### config.mk
export PLATFORM = sky130hd
export DESIGN_NAME = vbus_presence_detector
export DESIGN_NICKNAME = d
export VERILOG_FILES = /design/src/rtl/vpd_pkg.sv /design/src/rtl/vpd_cfg.sv /design/src/rtl/vpd_accum.sv /design/src/rtl/vpd_scale.sv /design/src/rtl/vpd_hyst.sv /design/src/rtl/vbus_presence_detector.sv
export VERILOG_INCLUDE_DIRS = /design/src /design/src/rtl
export SDC_FILE = /design/constraint.sdc
export NUM_CORES = 1
export LEC_CHECK = 0
export ABC_AREA = 1
export BUFFER_PORTS_ARGS = -buffer_cell sky130_fd_sc_hd__clkbuf_2
export CAP_MARGIN = 20
export CORE_ASPECT_RATIO = 2
export CORE_MARGIN = 2
export CORE_UTILIZATION = 30
export CTS_CLUSTER_DIAMETER = 150
export DETAILED_ROUTE_END_ITERATION = 10
export GPL_TIMING_DRIVEN = 0
export PLACE_DENSITY = 0.52
export SKIP_CTS_REPAIR_TIMING = 1
export SLEW_MARGIN = 20
export SYNTH_ARGS = -nofsm -noshare
export SYNTH_HDL_FRONTEND = slang
export SYNTH_SLANG_ARGS = --single-unit
### constraint.sdc
create_clock -name clk -period 11.8 [get_ports clk]
set_input_delay 3.54 -clock clk [delete_from_list [all_inputs] [get_ports clk]]
set_output_delay 3.54 -clock clk [all_outputs]
set_load 0.02 [all_outputs]
### src/rtl/vbus_presence_detector_assert.svh
// assertion macros for the vbus presence detector, used by its hysteresis module
`ifndef VBUS_PRESENCE_DETECTOR_ASSERT_SVH
`define VBUS_PRESENCE_DETECTOR_ASSERT_SVH

// consequent checked in the same cycle as the antecedent
`define VPD_ASSERT_SAME(label, clk, rst, ante, cons, msg) \
  label: assert property (@(posedge clk) disable iff (rst) (ante) |-> (cons)) \
    else $error(msg);

// consequent checked in the cycle after the antecedent
`define VPD_ASSERT_NEXT(label, clk, rst, ante, cons, msg) \
  label: assert property (@(posedge clk) disable iff (rst) (ante) |=> (cons)) \
    else $error(msg);

`endif

### src/rtl/vpd_pkg.sv
// shared widths, register indexes, reset values and types of the vbus presence detector
`timescale 1ns / 1ps

package vpd_pkg;

  localparam int SAMPLES = 8;

  localparam int PIN_W      = 12;
  localparam int BUS_W      = 13;
  localparam int THR_W      = 13;
  localparam int CNT_W      = 8;
  localparam int GAIN_W     = 16;
  localparam int GAIN_FRAC  = 12;
  localparam int CFG_IDX_W  = 3;
  localparam int CFG_DATA_W = 16;

  localparam logic [CFG_IDX_W-1:0] REG_ON_THR  = 3'd0;
  localparam logic [CFG_IDX_W-1:0] REG_OFF_THR = 3'd1;
  localparam logic [CFG_IDX_W-1:0] REG_ON_REQ  = 3'd2;
  localparam logic [CFG_IDX_W-1:0] REG_OFF_REQ = 3'd3;
  localparam logic [CFG_IDX_W-1:0] REG_GAIN    = 3'd4;

  localparam logic [THR_W-1:0]  ON_THR_RST  = 13'd3800;
  localparam logic [THR_W-1:0]  OFF_THR_RST = 13'd3200;
  localparam logic [CNT_W-1:0]  ON_REQ_RST  = 8'd3;
  localparam logic [CNT_W-1:0]  OFF_REQ_RST = 8'd3;
  localparam logic [GAIN_W-1:0] GAIN_RST    = 16'd10426;

  localparam logic [BUS_W-1:0] BUS_MAX = 13'd6000;

  // group accumulation
  localparam int POS_W = $clog2(SAMPLES);
  localparam int SUM_W = $clog2(SAMPLES * ((1 << PIN_W) - 1) + 1);

  // trimmed sum divided by (SAMPLES - 2) through a rounded-up reciprocal
  localparam int     TRIM_DIV   = SAMPLES - 2;
  localparam int     DIV_SHIFT  = SUM_W + $clog2(TRIM_DIV);
  localparam int     DIV_MULT_W = SUM_W + 1;
  localparam longint DIV_MULT   = ((longint'(1) << DIV_SHIFT) + TRIM_DIV - 1) / TRIM_DIV;
  localparam int     QUOT_W     = SUM_W + DIV_MULT_W;

  localparam int SCALED_W = PIN_W + GAIN_W - GAIN_FRAC;

  typedef struct packed {
    logic [THR_W-1:0]  on_thr;
    logic [THR_W-1:0]  off_thr;
    logic [CNT_W-1:0]  on_req;
    logic [CNT_W-1:0]  off_req;
    logic [GAIN_W-1:0] gain;
  } cfg_t;

  typedef struct packed {
    logic [SUM_W-1:0] sum;
    logic [PIN_W-1:0] min;
    logic [PIN_W-1:0] max;
  } grp_t;

endpackage

### src/rtl/vpd_cfg.sv
// configuration register file of the vbus presence detector
`timescale 1ns / 1ps

module vpd_cfg (
  input  logic                           clk,
  input  logic                           rst,
  input  logic                           cfg_valid,
  output logic                           cfg_ready,
  input  logic [vpd_pkg::CFG_IDX_W-1:0]  cfg_index,
  input  logic [vpd_pkg::CFG_DATA_W-1:0] cfg_data,
  output vpd_pkg::cfg_t                  cfg
);
  import vpd_pkg::*;

  assign cfg_ready = 1'b1;

  always_ff @(posedge clk) begin
    if (rst) begin
      cfg.on_thr  <= ON_THR_RST;
      cfg.off_thr <= OFF_THR_RST;
      cfg.on_req  <= ON_REQ_RST;
      cfg.off_req <= OFF_REQ_RST;
      cfg.gain    <= GAIN_RST;
    end else if (cfg_valid && cfg_ready) begin
      case (cfg_index)
        REG_ON_THR:  cfg.on_thr  <= cfg_data[THR_W-1:0];
        REG_OFF_THR: cfg.off_thr <= cfg_data[THR_W-1:0];
        REG_ON_REQ:  cfg.on_req  <= cfg_data[CNT_W-1:0];
        REG_OFF_REQ: cfg.off_req <= cfg_data[CNT_W-1:0];
        REG_GAIN:    cfg.gain    <= cfg_data[GAIN_W-1:0];
        default: begin
        end
      endcase
    end
  end

endmodule

### src/rtl/vpd_accum.sv
// warm-up drop and per-group sum, minimum and maximum of the pin samples
`timescale 1ns / 1ps

module vpd_accum (
  input  logic                      clk,
  input  logic                      rst,
  input  logic                      sample_valid,
  output logic                      sample_stall,
  input  logic [vpd_pkg::PIN_W-1:0] pin_millivolts,
  output logic                      grp_valid,
  input  logic                      grp_ready,
  output vpd_pkg::grp_t             grp
);
  import vpd_pkg::*;

  logic             warmed_up;
  logic [POS_W-1:0] group_position;
  logic [SUM_W-1:0] group_sum;
  logic [PIN_W-1:0] group_min;
  logic [PIN_W-1:0] group_max;

  logic             accept;
  logic             last;
  logic [SUM_W-1:0] group_sum_next;
  logic [PIN_W-1:0] group_min_next;
  logic [PIN_W-1:0] group_max_next;

  // hold off only while a finished group cannot move on
  assign sample_stall = grp_valid && !grp_ready;
  assign accept       = sample_valid && !sample_stall;
  assign last         = (group_position == POS_W'(SAMPLES - 1));

  assign group_sum_next = group_sum + SUM_W'(pin_millivolts);
  assign group_min_next = (pin_millivolts < group_min) ? pin_millivolts : group_min;
  assign group_max_next = (pin_millivolts > group_max) ? pin_millivolts : group_max;

  always_ff @(posedge clk) begin
    if (rst) begin
      warmed_up      <= 1'b0;
      group_position <= '0;
      group_sum      <= '0;
      group_min      <= '1;
      group_max      <= '0;
      grp_valid      <= 1'b0;
    end else begin
      if (accept && warmed_up && last) begin
        grp_valid <= 1'b1;
      end else if (grp_ready) begin
        grp_valid <= 1'b0;
      end
      if (accept) begin
        if (!warmed_up) begin
          warmed_up <= 1'b1;
        end else if (last) begin
          grp.sum        <= group_sum_next;
          grp.min        <= group_min_next;
          grp.max        <= group_max_next;
          group_position <= '0;
          group_sum      <= '0;
          group_min      <= '1;
          group_max      <= '0;
        end else begin
          group_position <= group_position + 1'b1;
          group_sum      <= group_sum_next;
          group_min      <= group_min_next;
          group_max      <= group_max_next;
        end
      end
    end
  end

endmodule

### src/rtl/vpd_scale.sv
// trimmed mean by reciprocal multiply, then divider gain scaling, two register stages
`timescale 1ns / 1ps

module vpd_scale (
  input  logic                         clk,
  input  logic                         rst,
  input  logic                         grp_valid,
  output logic                         grp_ready,
  input  vpd_pkg::grp_t                grp,
  input  logic [vpd_pkg::GAIN_W-1:0]   gain,
  output logic                         sc_valid,
  input  logic                         sc_ready,
  output logic [vpd_pkg::SCALED_W-1:0] sc_value
);
  import vpd_pkg::*;

  localparam int PROD_W = PIN_W + GAIN_W;
  localparam logic [DIV_MULT_W-1:0] DIV_MULT_C = DIV_MULT_W'(DIV_MULT);

  logic             mean_valid;
  logic [PIN_W-1:0] mean;

  logic              mean_free;
  logic              sc_free;
  logic [SUM_W-1:0]  trimmed;
  logic [QUOT_W-1:0] quot;
  logic [PROD_W-1:0] prod;

  assign sc_free   = !sc_valid || sc_ready;
  assign mean_free = !mean_valid || sc_free;
  assign grp_ready = mean_free;

  // the sum holds both extremes, so this never wraps
  assign trimmed = grp.sum - SUM_W'(grp.min) - SUM_W'(grp.max);
  assign quot    = QUOT_W'(trimmed) * QUOT_W'(DIV_MULT_C);
  assign prod    = PROD_W'(mean) * PROD_W'(gain);

  always_ff @(posedge clk) begin
    if (rst) begin
      mean_valid <= 1'b0;
      sc_valid   <= 1'b0;
    end else begin
      if (mean_free) begin
        mean_valid <= grp_valid;
      end
      if (sc_free) begin
        sc_valid <= mean_valid;
      end
    end
  end

  always_ff @(posedge clk) begin
    if (mean_free && grp_valid) begin
      mean <= quot[DIV_SHIFT +: PIN_W];
    end
    if (sc_free && mean_valid) begin
      sc_value <= prod[GAIN_FRAC +: SCALED_W];
    end
  end

endmodule

### src/rtl/vpd_hyst.sv
// clamp, hysteresis with run-count debouncing and the result register
`timescale 1ns / 1ps

module vpd_hyst (
  input  logic                         clk,
  input  logic                         rst,
  input  vpd_pkg::cfg_t                cfg,
  input  logic                         sc_valid,
  output logic                         sc_ready,
  input  logic [vpd_pkg::SCALED_W-1:0] sc_value,
  output logic                         result_valid,
  input  logic                         result_stall,
  output logic                         usb_present,
  output logic [vpd_pkg::BUS_W-1:0]    bus_millivolts,
  output logic                         presence_changed
);
  import vpd_pkg::*;

  `include "vbus_presence_detector_assert.svh"

  logic [CNT_W-1:0] high_run_count;
  logic [CNT_W-1:0] low_run_count;
  logic             present_flag;

  logic [CNT_W-1:0] high_run_count_next;
  logic [CNT_W-1:0] low_run_count_next;
  logic             present_flag_next;
  logic             load;
  logic [BUS_W-1:0] bus;
  logic             is_high;
  logic             is_low;

  function automatic logic [CNT_W-1:0] bump_run(input logic [CNT_W-1:0] c);
    return (c == '1) ? c : c + 1'b1;
  endfunction

  assign sc_ready = !result_valid || !result_stall;
  assign load     = sc_valid && sc_ready;

  assign bus = (sc_value > {{(SCALED_W - BUS_W){1'b0}}, BUS_MAX}) ? BUS_MAX
                                                                  : sc_value[BUS_W-1:0];
  assign is_high = (bus >= cfg.on_thr);
  assign is_low  = (bus <= cfg.off_thr);

  always_comb begin
    high_run_count_next = high_run_count;
    low_run_count_next  = low_run_count;
    present_flag_next   = present_flag;
    if (!present_flag) begin
      if (is_high) begin
        high_run_count_next = bump_run(high_run_count);
        if (high_run_count_next >= cfg.on_req) begin
          present_flag_next  = 1'b1;
          low_run_count_next = '0;
        end
      end else begin
        high_run_count_next = '0;
      end
    end else begin
      if (is_low) begin
        low_run_count_next = bump_run(low_run_count);
        if (low_run_count_next >= cfg.off_req) begin
          present_flag_next   = 1'b0;
          high_run_count_next = '0;
        end
      end else begin
        low_run_count_next = '0;
      end
    end
  end

  always_ff @(posedge clk) begin
    if (rst) begin
      result_valid   <= 1'b0;
      high_run_count <= '0;
      low_run_count  <= '0;
      present_flag   <= 1'b0;
    end else begin
      if (sc_ready) begin
        result_valid <= sc_valid;
      end
      if (load) begin
        high_run_count <= high_run_count_next;
        low_run_count  <= low_run_count_next;
        present_flag   <= present_flag_next;
      end
    end
  end

  always_ff @(posedge clk) begin
    if (load) begin
      usb_present      <= present_flag_next;
      bus_millivolts   <= bus;
      presence_changed <= present_flag_next != present_flag;
    end
  end

  `VPD_ASSERT_NEXT(a_load_gives_word, clk, rst, load, result_valid,
                   "loaded result word not shown")
  `VPD_ASSERT_NEXT(a_flag_moves_on_load, clk, rst, !load, $stable(present_flag),
                   "presence flag changed without a group")
  `VPD_ASSERT_NEXT(a_changed_matches_flag, clk, rst, load,
                   presence_changed == (present_flag != $past(present_flag)),
                   "presence_changed disagrees with the flag")
  `VPD_ASSERT_SAME(a_bus_clamped, clk, rst, result_valid, bus_millivolts <= BUS_MAX,
                   "bus voltage above clamp")

endmodule

### src/rtl/vbus_presence_detector.sv
// vbus presence detector top level: one result word per completed sample group
// a group's last sample reaches its word via group, mean, scale and result registers
// throughput: one sample per cycle while not stalled; one result per SAMPLES samples,
//   the first group taking one extra sample for the dropped warm-up read
// the two multiplies (reciprocal divide and divider gain) each sit in a register stage
// reset (rst, synchronous): clears group, run counts and flag; registers take defaults
`timescale 1ns / 1ps

module vbus_presence_detector (
  input  logic                           clk,
  input  logic                           rst,
  input  logic                           sample_valid,
  output logic                           sample_stall,
  input  logic [vpd_pkg::PIN_W-1:0]      pin_millivolts,
  output logic                           result_valid,
  input  logic                           result_stall,
  output logic                           usb_present,
  output logic [vpd_pkg::BUS_W-1:0]      bus_millivolts,
  output logic                           presence_changed,
  input  logic                           cfg_valid,
  output logic                           cfg_ready,
  input  logic [vpd_pkg::CFG_IDX_W-1:0]  cfg_index,
  input  logic [vpd_pkg::CFG_DATA_W-1:0] cfg_data
);
  import vpd_pkg::*;

  cfg_t                cfg;
  grp_t                grp;
  logic                grp_valid;
  logic                grp_ready;
  logic                sc_valid;
  logic                sc_ready;
  logic [SCALED_W-1:0] sc_value;

  vpd_cfg u_cfg (
    .clk       (clk),
    .rst       (rst),
    .cfg_valid (cfg_valid),
    .cfg_ready (cfg_ready),
    .cfg_index (cfg_index),
    .cfg_data  (cfg_data),
    .cfg       (cfg)
  );

  vpd_accum u_accum (
    .clk            (clk),
    .rst            (rst),
    .sample_valid   (sample_valid),
    .sample_stall   (sample_stall),
    .pin_millivolts (pin_millivolts),
    .grp_valid      (grp_valid),
    .grp_ready      (grp_ready),
    .grp            (grp)
  );

  vpd_scale u_scale (
    .clk       (clk),
    .rst       (rst),
    .grp_valid (grp_valid),
    .grp_ready (grp_ready),
    .grp       (grp),
    .gain      (cfg.gain),
    .sc_valid  (sc_valid),
    .sc_ready  (sc_ready),
    .sc_value  (sc_value)
  );

  vpd_hyst u_hyst (
    .clk              (clk),
    .rst              (rst),
    .cfg              (cfg),
    .sc_valid         (sc_valid),
    .sc_ready         (sc_ready),
    .sc_value         (sc_value),
    .result_valid     (result_valid),
    .result_stall     (result_stall),
    .usb_present      (usb_present),
    .bus_millivolts   (bus_millivolts),
    .presence_changed (presence_changed)
  );

endmodule

# Yosys cells after proc, flatten, opt, wreduce, memory -nomap -nowiden

Cells that the tools add are included.

Bits in registers: 204
Bits of input ports: 36
Output and inout bits: 18
Word-level logic and storage cells: 104

Add/sub/neg operators: 6
Multipliers: 2
Order comparisons: 7
Equal/unequal tests: 10
Mux-type cells: 24
Bitwise gates (word level): 1
Reductions and logical operators: 29

Operators with widths:

| operator                                                        | number |
|---|---|
| 2-to-1 mux 8 bit                                                | 10 |
| 2-to-1 mux 12 bit                                               | 4 |
| multiplier 15 x 16 -> 30 bit, second input constant             | 1 |
| subtractor 15 x 12 -> 15 bit                                    | 2 |
| multiplier 12 x 16 -> 28 bit                                    | 1 |
| adder 8 x 1 -> 8 bit, second input constant                     | 2 |
| == test 8 bit, second input constant                            | 2 |
| greater-or-equal comparator 8 bit                               | 2 |
| greater-than comparator 16 x 13 -> 1 bit, second input constant | 1 |
| adder 15 x 12 -> 15 bit                                         | 1 |
| 2-to-1 mux 15 bit                                               | 1 |
| greater-or-equal comparator 13 bit                              | 1 |
| less-or-equal comparator 13 bit                                 | 1 |
| 2-to-1 mux 13 bit                                               | 1 |
| greater-than comparator 12 bit                                  | 1 |
| less-than comparator 12 bit                                     | 1 |
| AND reduction 2 bit                                             | 6 |
| logical AND 1 bit                                               | 7 |
| 2-to-1 mux 1 bit                                                | 7 |
| == test 3 x 2 -> 1 bit, second input constant                   | 2 |
| == test 3 bit, second input constant                            | 2 |
| zero test 1 bit                                                 | 6 |
| AND reduction 3 bit                                             | 2 |
| nonzero test 2 bit                                              | 3 |
| 9 further kinds                                                 | 12 |

# Logic depth before layout (Yosys ltp)

Gate-level depths: netlist of the first run.

Word-level depth: 11
Mapped depth: 35
Gate-level depth less buffers: 35

# Hierarchy

Synthesis of the first run repeated with hierarchy kept, for this count alone.

Cells, all modules: 2848
Area total of the unflattened synthesis: 22087.4 sq um

Modules (own cells, without submodules):

| module    | times used | cells an instance | area an instance (sq um) | sequential area each (sq um) |
|---|---|---|---|---|
| vpd_scale | 1          | 1553              | 12299.3                  | 880.8 |
| vpd_accum | 1          | 558               | 4588.2                   | 2052.0 |
| vpd_hyst  | 1          | 414               | 2904.0                   | 810.8 |
| vpd_cfg   | 1          | 323               | 2296.0                   | 1161.1 |

# Worst setup path before layout of the first run

No wires, ideal clock.

Kind: input -> output
From: input result_stall
To: output sample_stall
Arrival time: 4.067 ns
Data required time: 8.260 ns
Path slack: 4.193 ns
Stages: 6
Path buffers: 0
Path through: nand2_1 -> nor2_1 -> inv_2 -> nor2_2 -> inv_2 -> nor2_4

Word-level cells in the longest chain between the ends: 6

RTL lines:

| item              | RTL line                     | text |
|---|---|---|
| from (decl)       | vbus_presence_detector.sv:16 | `input logic result_stall,` |
| zero test 1 bit   | vpd_hyst.sv:37               | `assign sc_ready = !result_valid \|\| !result_stall;` |
| logical OR 1 bit  | vpd_hyst.sv:37               |  |
| logical OR 1 bit  | vpd_scale.sv:29              | `assign sc_free = !sc_valid \|\| sc_ready;` |
| logical OR 1 bit  | vpd_scale.sv:30              | `assign mean_free = !mean_valid \|\| sc_free;` |
| zero test 1 bit   | vpd_accum.sv:29              | `assign sample_stall = grp_valid && !grp_ready;` |
| logical AND 1 bit | vpd_accum.sv:29              |  |
| to (decl)         | vbus_presence_detector.sv:13 | `output logic sample_stall,` |

No other way between the ends.

# Worst setup path after layout of the first run

Ends and elaborated chain as after synthesis.

==> results of run 1 <==
-- flip-flops by register name, indices dropped and copies added (netlist names), 8 cells and up --
register	count
u_scale.mean	12
u_accum.group_min	12
u_hyst.bus_millivolts	13
u_cfg.cfg	58
u_accum.group_sum	15
u_hyst.high_run_count	8
u_accum.grp	39
u_hyst.low_run_count	8
u_accum.group_max	12
u_scale.sc_value	16
-- where the power goes --
part           total, mW  internal [mW]  switching [mW]
Sequential         0.779          0.769         0.00969
Combinational      0.715          0.248           0.466
Clock              0.724          0.393           0.331
-- how the worst max path moves through the flow --
stage | from | end | slack [ps] | depth (start not counted)
after floorplan | result_stall | sample_stall | 4190 | 6
after global routing | u_accum.grp[18]$_DFFE_PP_ | u_scale.mean[11]$_DFFE_PP_ | 3580 | 28
after CTS | result_stall | sample_stall | 3840 | 8
after detailed placement | result_stall | sample_stall | 3840 | 8
final | result_stall | sample_stall | 3850 | 8
after global placement | result_stall | sample_stall | 3860 | 8
-- through the flow --
stage / total power [mW] / instance area (µm²) / setup slack, ps / utilization
global placement: 1.52 / 22500 / 3860 / 0.323
CTS: 2.26 / 23300 / 3840 / 0.334
finish: 2.22 / 23300 / 3850 / 0.334
floorplan: 1.28 / 21100 / 4190 / -
detailed placement: 1.52 / 22600 / 3840 / 0.324
global route: 2.36 / 23300 / 3580 / 0.334
-- logic make-up after synthesis --
| kind of cell | synth area share |
|---|---|
| compound gates | 0.0989 |
| buf+inv | 0.113 |
| xor+xnor | 0.0224 |
| other cells | 0.000177 |
| fa+ha+maj | 0.353 |
| simple gates | 0.181 |
| flops | 0.232 |
-- critical path, delay by kind of cell --
family	cells	cell delay (ps)
and+or+nand+nor	4	410
buffers and inverters	4	460
-- cells in the final DEF, fill, tap and decap left out, drive strengths merged --
master,synthesis,layout
a221oi,1,1
or2,3,3
a21boi,8,8
nand3b,5,5
nand4,34,34
o221a,1,1
buf,16,18
o2111ai,3,3
edfxtp,82,82
nor2,146,146
o21a,1,1
o21bai,2,2
clkinv,1,9
nand2,633,633
xnor2,17,17
and2,2,2
a22oi,2,2
nor4,4,4
o21ai,126,126
conb,1,1
a21o,19,19
a211oi,3,3
o211ai,13,13
dfxtp,122,122
o221ai,1,1
nand3,73,73
bufinv,0,1
clkbuf,56,134
o22ai,1,1
xor2,37,37
inv,553,557
nor3,22,22
clkinvlp,0,2
o31ai,3,3
a21oi,182,182
a31oi,14,14
fa,211,211
ha,259,259
-- area by class of cell --
type                            count  area, µm²
Clock buffer                       27        601
Inverter                          554       2080
Fill cell                        7448      46500
Sequential cell                   204       4900
Buffer                             72        302
Tap cell                          903       1130
Clock inverter                     15        130
Timing Repair Buffer               53        290
Multi-Input combinational cell   1827      13900
-- metal layers --
layer  up-vias  track usage  routed length [µm]
met5         -            0                   0
met4         0        0.120                4850
met3       172       0.0116                1380
met2       339        0.375               36700
met1      8284        0.151               19900
li1       8524            -                   -
==> summary.md, run 1 <==
The tools report the final routed DRC violation total as 0. By area the synthesized netlist is led by sky130_fd_sc_hd__fa_1, sky130_fd_sc_hd__ha_1, sky130_fd_sc_hd__edfxtp_1. Synthesis produced a netlist with a net count of 3,163. Counting every instance in the synthesized netlist gives 2,657. Static timing analysis puts the maximum clock frequency at 0.126 GHz.

Summed over all cells, the static leakage comes to 11.7 nW. Counting the buffers created by CTS gives 23. Part of the Yosys area used for sequential elements: 0.232.

Initial antenna violation count: 0. The average instance in the mapped netlist occupies 7.96 µm². STA classifies the critical path startpoint as a primary input. The mapped cell area is 21,100 µm².

Hold path startpoint: u_cfg.cfg[41]$_SDFFE_PP0P_. The flow ran to the end, and the final reports show no timing, DRC or antenna violations. The total track usage was 0.177; the final critical-path required period was 7950 ps. The worst setup path is captured at an output pin.

The die is 192 µm wide. In this run the remaining antenna-violating nets after routing total 0. The number of buffers on the longest clock path came out at 3.

Half-perimeter wire length after detailed placement: 53,700 µm. The count of final hold-check violations was 0; the total number of H-tree levels was 1. Yosys instantiated no cell more often than sky130_fd_sc_hd__nand2_1. The region available for standard cell placement spans 69,800 µm². In this run the power density over the cells is 95.1 nW/µm². The clock root buffer was sky130_fd_sc_hd__clkbuf_16. The clock net in this run drives a total of 204 sinks. Yosys mapped a number of flops with a built-in enable equal to 82.

The leftover overflow at the end of global routing is 0. The worst register-to-register path ends at u_scale.mean[11]$_DFFE_PP_. Walking the worst path, the cells encountered are clkbuf_2 > nand2_1 > nor2_1 > inv_2 > nor2_2 > inv_2 > nor2_4 > clkbuf_2.

Counting instances, the worst hold path has a depth of 2. TritonCTS built the clock tree. Clock-pin slew was measured on the worst setup and hold paths at 70 ps. For this run, the number of Yosys warnings is 0. The share of cells above drive strength 1 is 0.0520. For the post-route worst hold slack, the log shows 460 ps. After the flow finishes, the layout carries non-filler instances totaling 3,655.

For this run, the post-layout net count is 3,241. The run gives 20.5 ps as the worst setup skew after layout. The logs give 0.305 for the relative slew slack and 72,800 µm² for the area of the die.

STA puts the critical path data arrival time at 4410 ps. On the worst path, the slowest cell contributes a delay of 230 ps. The run gives 62,800 µm as the routed wire length. Setup repair after global routing left no endpoint under its margin.

For the number of global-route vias before repair, the log shows 18,400. The critical path is of the primary input to output pin type. The run gives 560 ps as the worst-skew pair later-pin latency. After synthesis, the most frequently instantiated cells are sky130_fd_sc_hd__nand2_1, sky130_fd_sc_hd__inv_1, sky130_fd_sc_hd__ha_1, sky130_fd_sc_hd__fa_1, sky130_fd_sc_hd__a21oi_1. Across all layers, the routed design uses 17,300 vias. In this run, synthesis produced a sequential element count of 204. Pin placement for this block handled 54 I/O pins. The worst hold path belongs to the class register to register. The first detailed-routing pass ran for 5 iterations. Port buffering added 51 buffers. The total number of placement rows is 137, and the maximum vdd drop is 90.2 µV. The logic depth of the worst register-to-register path was 28; the antenna diode count was 0. The synthesized netlist contains 53 unique library cells. For the pin with the worst max-slew slack, the measured transition is 1030 ps. The share of the synthesized area in the top cell type works out to 0.200.

The async set-reset flop share out of synthesis works out to 0. For the maximum number of pins on one net before global-route repair, the log shows 31. The tools report the starting density of the core as 0.303.

Max-cap violations in this run came to 0. The tools report the worst hold path endpoint as u_cfg.cfg[41]$_SDFFE_PP0P_. The first global-routing pass estimated 97,600 µm of wire. In the final routed layout, each cell accounts on average for 17.2 µm. In this run the worst path has a maximum fanout of 3. The signed area change from the synthesized netlist to the final layout came out at 10.2%. The run gives 3,613 as the number of cells in the design after placement. Most common flop cell mapped by yosys: sky130_fd_sc_hd__dfxtp_1.

Summed over all instances, the cell type with the most area after synthesis is sky130_fd_sc_hd__fa_1. In the final timing run, aggregate negative setup slack is 0 ps. For the count of final setup violators, the log shows 0.

Final critical-path share of the clock period: 0.674. The logs give 0 for the final number of max-transition violations and 8260 ps for the required time at the endpoint of the critical path. The first routing iteration left 646 violations. The slack of the worst reg-to-reg path is 4080 ps, and the mean number of vias per cell is 4.74. The slowest stage of the critical path belongs to the cell sky130_fd_sc_hd__clkbuf_2. The global placement routability congestion came out at 0.926.

The worst register-to-register path begins at u_accum.grp[18]$_DFFE_PP_. The die is 379 µm tall.
Power figures use the tool's default switching activity.
==> run 2, diff against run 1 <==
==> constraint.sdc (replaced) <==
create_clock -name clk -period 7.49 [get_ports clk]
set_input_delay 2.247 -clock clk [delete_from_list [all_inputs] [get_ports clk]]
set_output_delay 2.247 -clock clk [all_outputs]
set_load 0.02 [all_outputs]
==> run 2 against run 1 <==
Final area increased by 0.40%. Critical path type is now register to register. Largest power group unchanged. Highest routed layer unchanged. Critical path depth increased by 24. Sequential power increased by 58%. Register-to-register slack got worse by 3800 ps.
==> summary.md, run 2 (synthesis gave the netlist of run 1 again) <==
The flow ran to the end, and the final reports show no timing, DRC or antenna violations. The flip-flop count of the largest register after layout works out to 58 (unchanged). The number of cells on the worst hold path works out to 2 (unchanged). The tools report the routed wire length as 62,800 µm (about the same). The number of DRC markers in iteration 0 is 590 (-8.7%), and the transition time at the pin with the least slew margin is 977 ps (-57.2 ps). The wire length on met1 was 19,900 µm (unchanged); the count of buffer and inverter cells on the critical path was 7 (+3). Setup repair after global routing left no endpoint under its margin. The met3 routed wirelength was 1350 µm (-2.0%). Critical path capture point type: a register. The final critical-path required period is 7220 ps. For the total number of H-tree levels, the log shows 1 (unchanged). The hold path startpoint was u_cfg.cfg[41]$_SDFFE_PP0P_. The run gives 0 (unchanged) as the final routed DRC violation total. The final number of max-transition violations was 0 (unchanged).

The clock root buffer is sky130_fd_sc_hd__clkbuf_16. The core footprint came out at 69,800 µm² (unchanged). The logs give 560 ps (about the same) for the worst-skew pair later-pin latency and 0 (unchanged) for the leftover overflow at the end of global routing. The number of iterations in the first detailed-routing pass is 5 (unchanged), and the mean number of vias per cell is 4.74 (about the same). The count of final hold-check violations was 0 (unchanged). The end of the worst register-to-register path is u_scale.mean[11]$_DFFE_PP_. For the relative slew slack, the log shows 0.343 (+0.0380). The clock-pin slew of the registers on the worst-case setup and hold paths is 70 ps (about the same). The width of the chip was 192 µm (unchanged).

The class of the most critical hold timing path was register to register. The count of final setup violators was 0 (unchanged); the maximum net fanout on the critical path was 5 (+2). The area of the die is 72,800 µm² (unchanged).

The peak per-stage delay on the critical path works out to 590 ps (+360 ps). Counting flops per register, the top entry is u_cfg.cfg. The power per standard cell area is 149 nW/µm² (+57%).

Signal routing reaches up to met4. TritonCTS built the clock tree. The count of antenna-violating nets left after detailed routing is 0 (unchanged).

The largest registers in the layout are u_cfg.cfg: 58 flops, u_accum.grp: 39 flops, u_scale.sc_value: 16 flops. For the maximum frequency from static timing analysis, the log shows 0.139 GHz. Half-perimeter wire length after detailed placement: 53,700 µm (unchanged). The worst register-to-register path begins at u_accum.grp[15]$_DFFE_PP_. The final setup TNS is 0 ps (unchanged), and the cell area after layout is 23,400 µm² (+0.40%).

The average wire per standard cell is 17.2 µm (-0.12%). Relative to the synthesized area, the layout overhead comes to 10.7%. The largest delay contributor family on the critical path is adder cells. The share of cells above drive strength 1 was 0.0581 (+0.00609). The slowest stage of the critical path belongs to the cell sky130_fd_sc_hd__fa_1. The placed instance area is 22,600 µm² (unchanged).

The worst hold path endpoint was u_cfg.cfg[41]$_SDFFE_PP0P_. The maximum number of pins on one net before global-route repair was 31 (unchanged). Logic depth of the worst register-to-register path: 32 (+14%).

The wire length of the first global-routing pass was 97,600 µm (unchanged). The run gives 17,400 (+0.20%) as the count of vias placed by the detailed router. Final net count: 3,245 (+0.12%). The final setup slack of the worst path was 273 ps (-3570 ps). Counting stages on the worst path, the most repeated cell is sky130_fd_sc_hd__inv_1. Pre-CTS worst setup slack: -292 ps (-4140 ps). The number of global-route vias before repair was 18,400 (unchanged). The starting density of the core is 0.303 (unchanged).

Slack of the worst reg-to-reg path: 270 ps (-3810 ps). In the layout the commonest cells are sky130_fd_sc_hd__nand2_1, sky130_fd_sc_hd__inv_1, sky130_fd_sc_hd__ha_1, sky130_fd_sc_hd__fa_1, sky130_fd_sc_hd__a21oi_1. The arrival time at the worst endpoint is 7500 ps (+3090 ps). The count of input and output buffers works out to 51 (unchanged).

The I/O pin count came out at 54 (unchanged). For the global placement routability congestion, the log shows 0.926 (unchanged). The run gives 11.7 nW (+0.20%) as the leakage power.

The run gives 7780 ps (-480 ps) as the required time at the endpoint of the critical path. Commonest non-fill, non-tap cell in the layout: sky130_fd_sc_hd__nand2_1. The final critical-path share of the clock period is 0.964, and the initial antenna violation count is 0 (unchanged). The vertical die dimension is 379 µm (unchanged).

The type of the worst setup path was register to register. The maximum vdd drop was 142 µV (+58%); the total number of placement rows was 137 (unchanged). The worst setup path is launched from a register.

The antenna diode count was 0 (unchanged); the number of buffers on the longest clock path was 3 (unchanged). For the routed length on met2, the log shows 36,500 µm (-0.32%). For the number of sinks on the clock net, the log shows 204 (unchanged). The number of buffers inserted during clock tree synthesis was 23 (unchanged); the total track usage was 0.177 (unchanged). For the worst setup skew after layout, the log shows 20.7 ps (+0.240 ps). The number of max-capacitance violations reported is 0 (unchanged).
-- run 2: cell types whose count changed in the layout (fill, tap and decap cells not counted), moves of 2 or more --
cell                      before  now
sky130_fd_sc_hd__a21oi_1     180  174
sky130_fd_sc_hd__a21oi_2       2    8
sky130_fd_sc_hd__buf_4         6   10
sky130_fd_sc_hd__ha_1        259  255
sky130_fd_sc_hd__ha_2          0    3
sky130_fd_sc_hd__xor2_1       37   35
sky130_fd_sc_hd__xor2_2        0    2
-- run 2: power by group --
group	leakage [nW]	internal, mW	switching (mW)
clock	0.354	0.619	0.521
combinational	9.63	0.391	0.734
sequential	1.72	1.21	0.0154
total	11.7	2.22	1.27
-- run 2: per-layer routing --
metal	vias to the layer above	global-route usage
met3	179	0.0116
met4	0	0.120
met1	8303	0.151
li1	8537	-
met5	-	0
met2	334	0.375
-- run 2: cell type report --
type,count,area (µm²)
clock inverters,15,130
fillers,7443,46400
clock buffers,27,601
inverters,554,2080
flip-flops and latches,204,4900
plain buffers,72,302
multi-input cells,1827,13900
well taps,903,1130
repair buffers,57,320
-- run 2: stage by stage --
step	utilization	hold slack, ps	instances	total power [mW]
floorplan	-	435	2657	2.02
detailed placement	0.324	453	3613	2.40
global placement	0.323	449	3611	2.39
global route	0.335	481	3659	3.72
finish	0.335	460	3659	3.49
CTS	0.334	463	3655	3.55
-- run 2: worst max path at each step --
stage | startpoint | endpoint | slack (ps) | depth (start not counted)
after floorplan | u_accum.grp[18]$_DFFE_PP_ | u_scale.mean[11]$_DFFE_PP_ | 960 | 28
after global placement | u_accum.grp[19]$_DFFE_PP_ | u_scale.mean[11]$_DFFE_PP_ | -250 | 28
after detailed placement | u_accum.grp[18]$_DFFE_PP_ | u_scale.mean[11]$_DFFE_PP_ | -290 | 28
after CTS | u_accum.grp[18]$_DFFE_PP_ | u_scale.mean[11]$_DFFE_PP_ | -310 | 28
after global routing | u_accum.grp[15]$_DFFE_PP_ | u_scale.mean[11]$_DFFE_PP_ | 40 | 29
final | u_accum.grp[15]$_DFFE_PP_ | u_scale.mean[11]$_DFFE_PP_ | 270 | 32
-- run 2: tightest hold or removal path, cell delays in order (launching register included) --
cell                      delay (ps)
sky130_fd_sc_hd__dfxtp_1         300
sky130_fd_sc_hd__inv_1            60
sky130_fd_sc_hd__a21oi_1          60
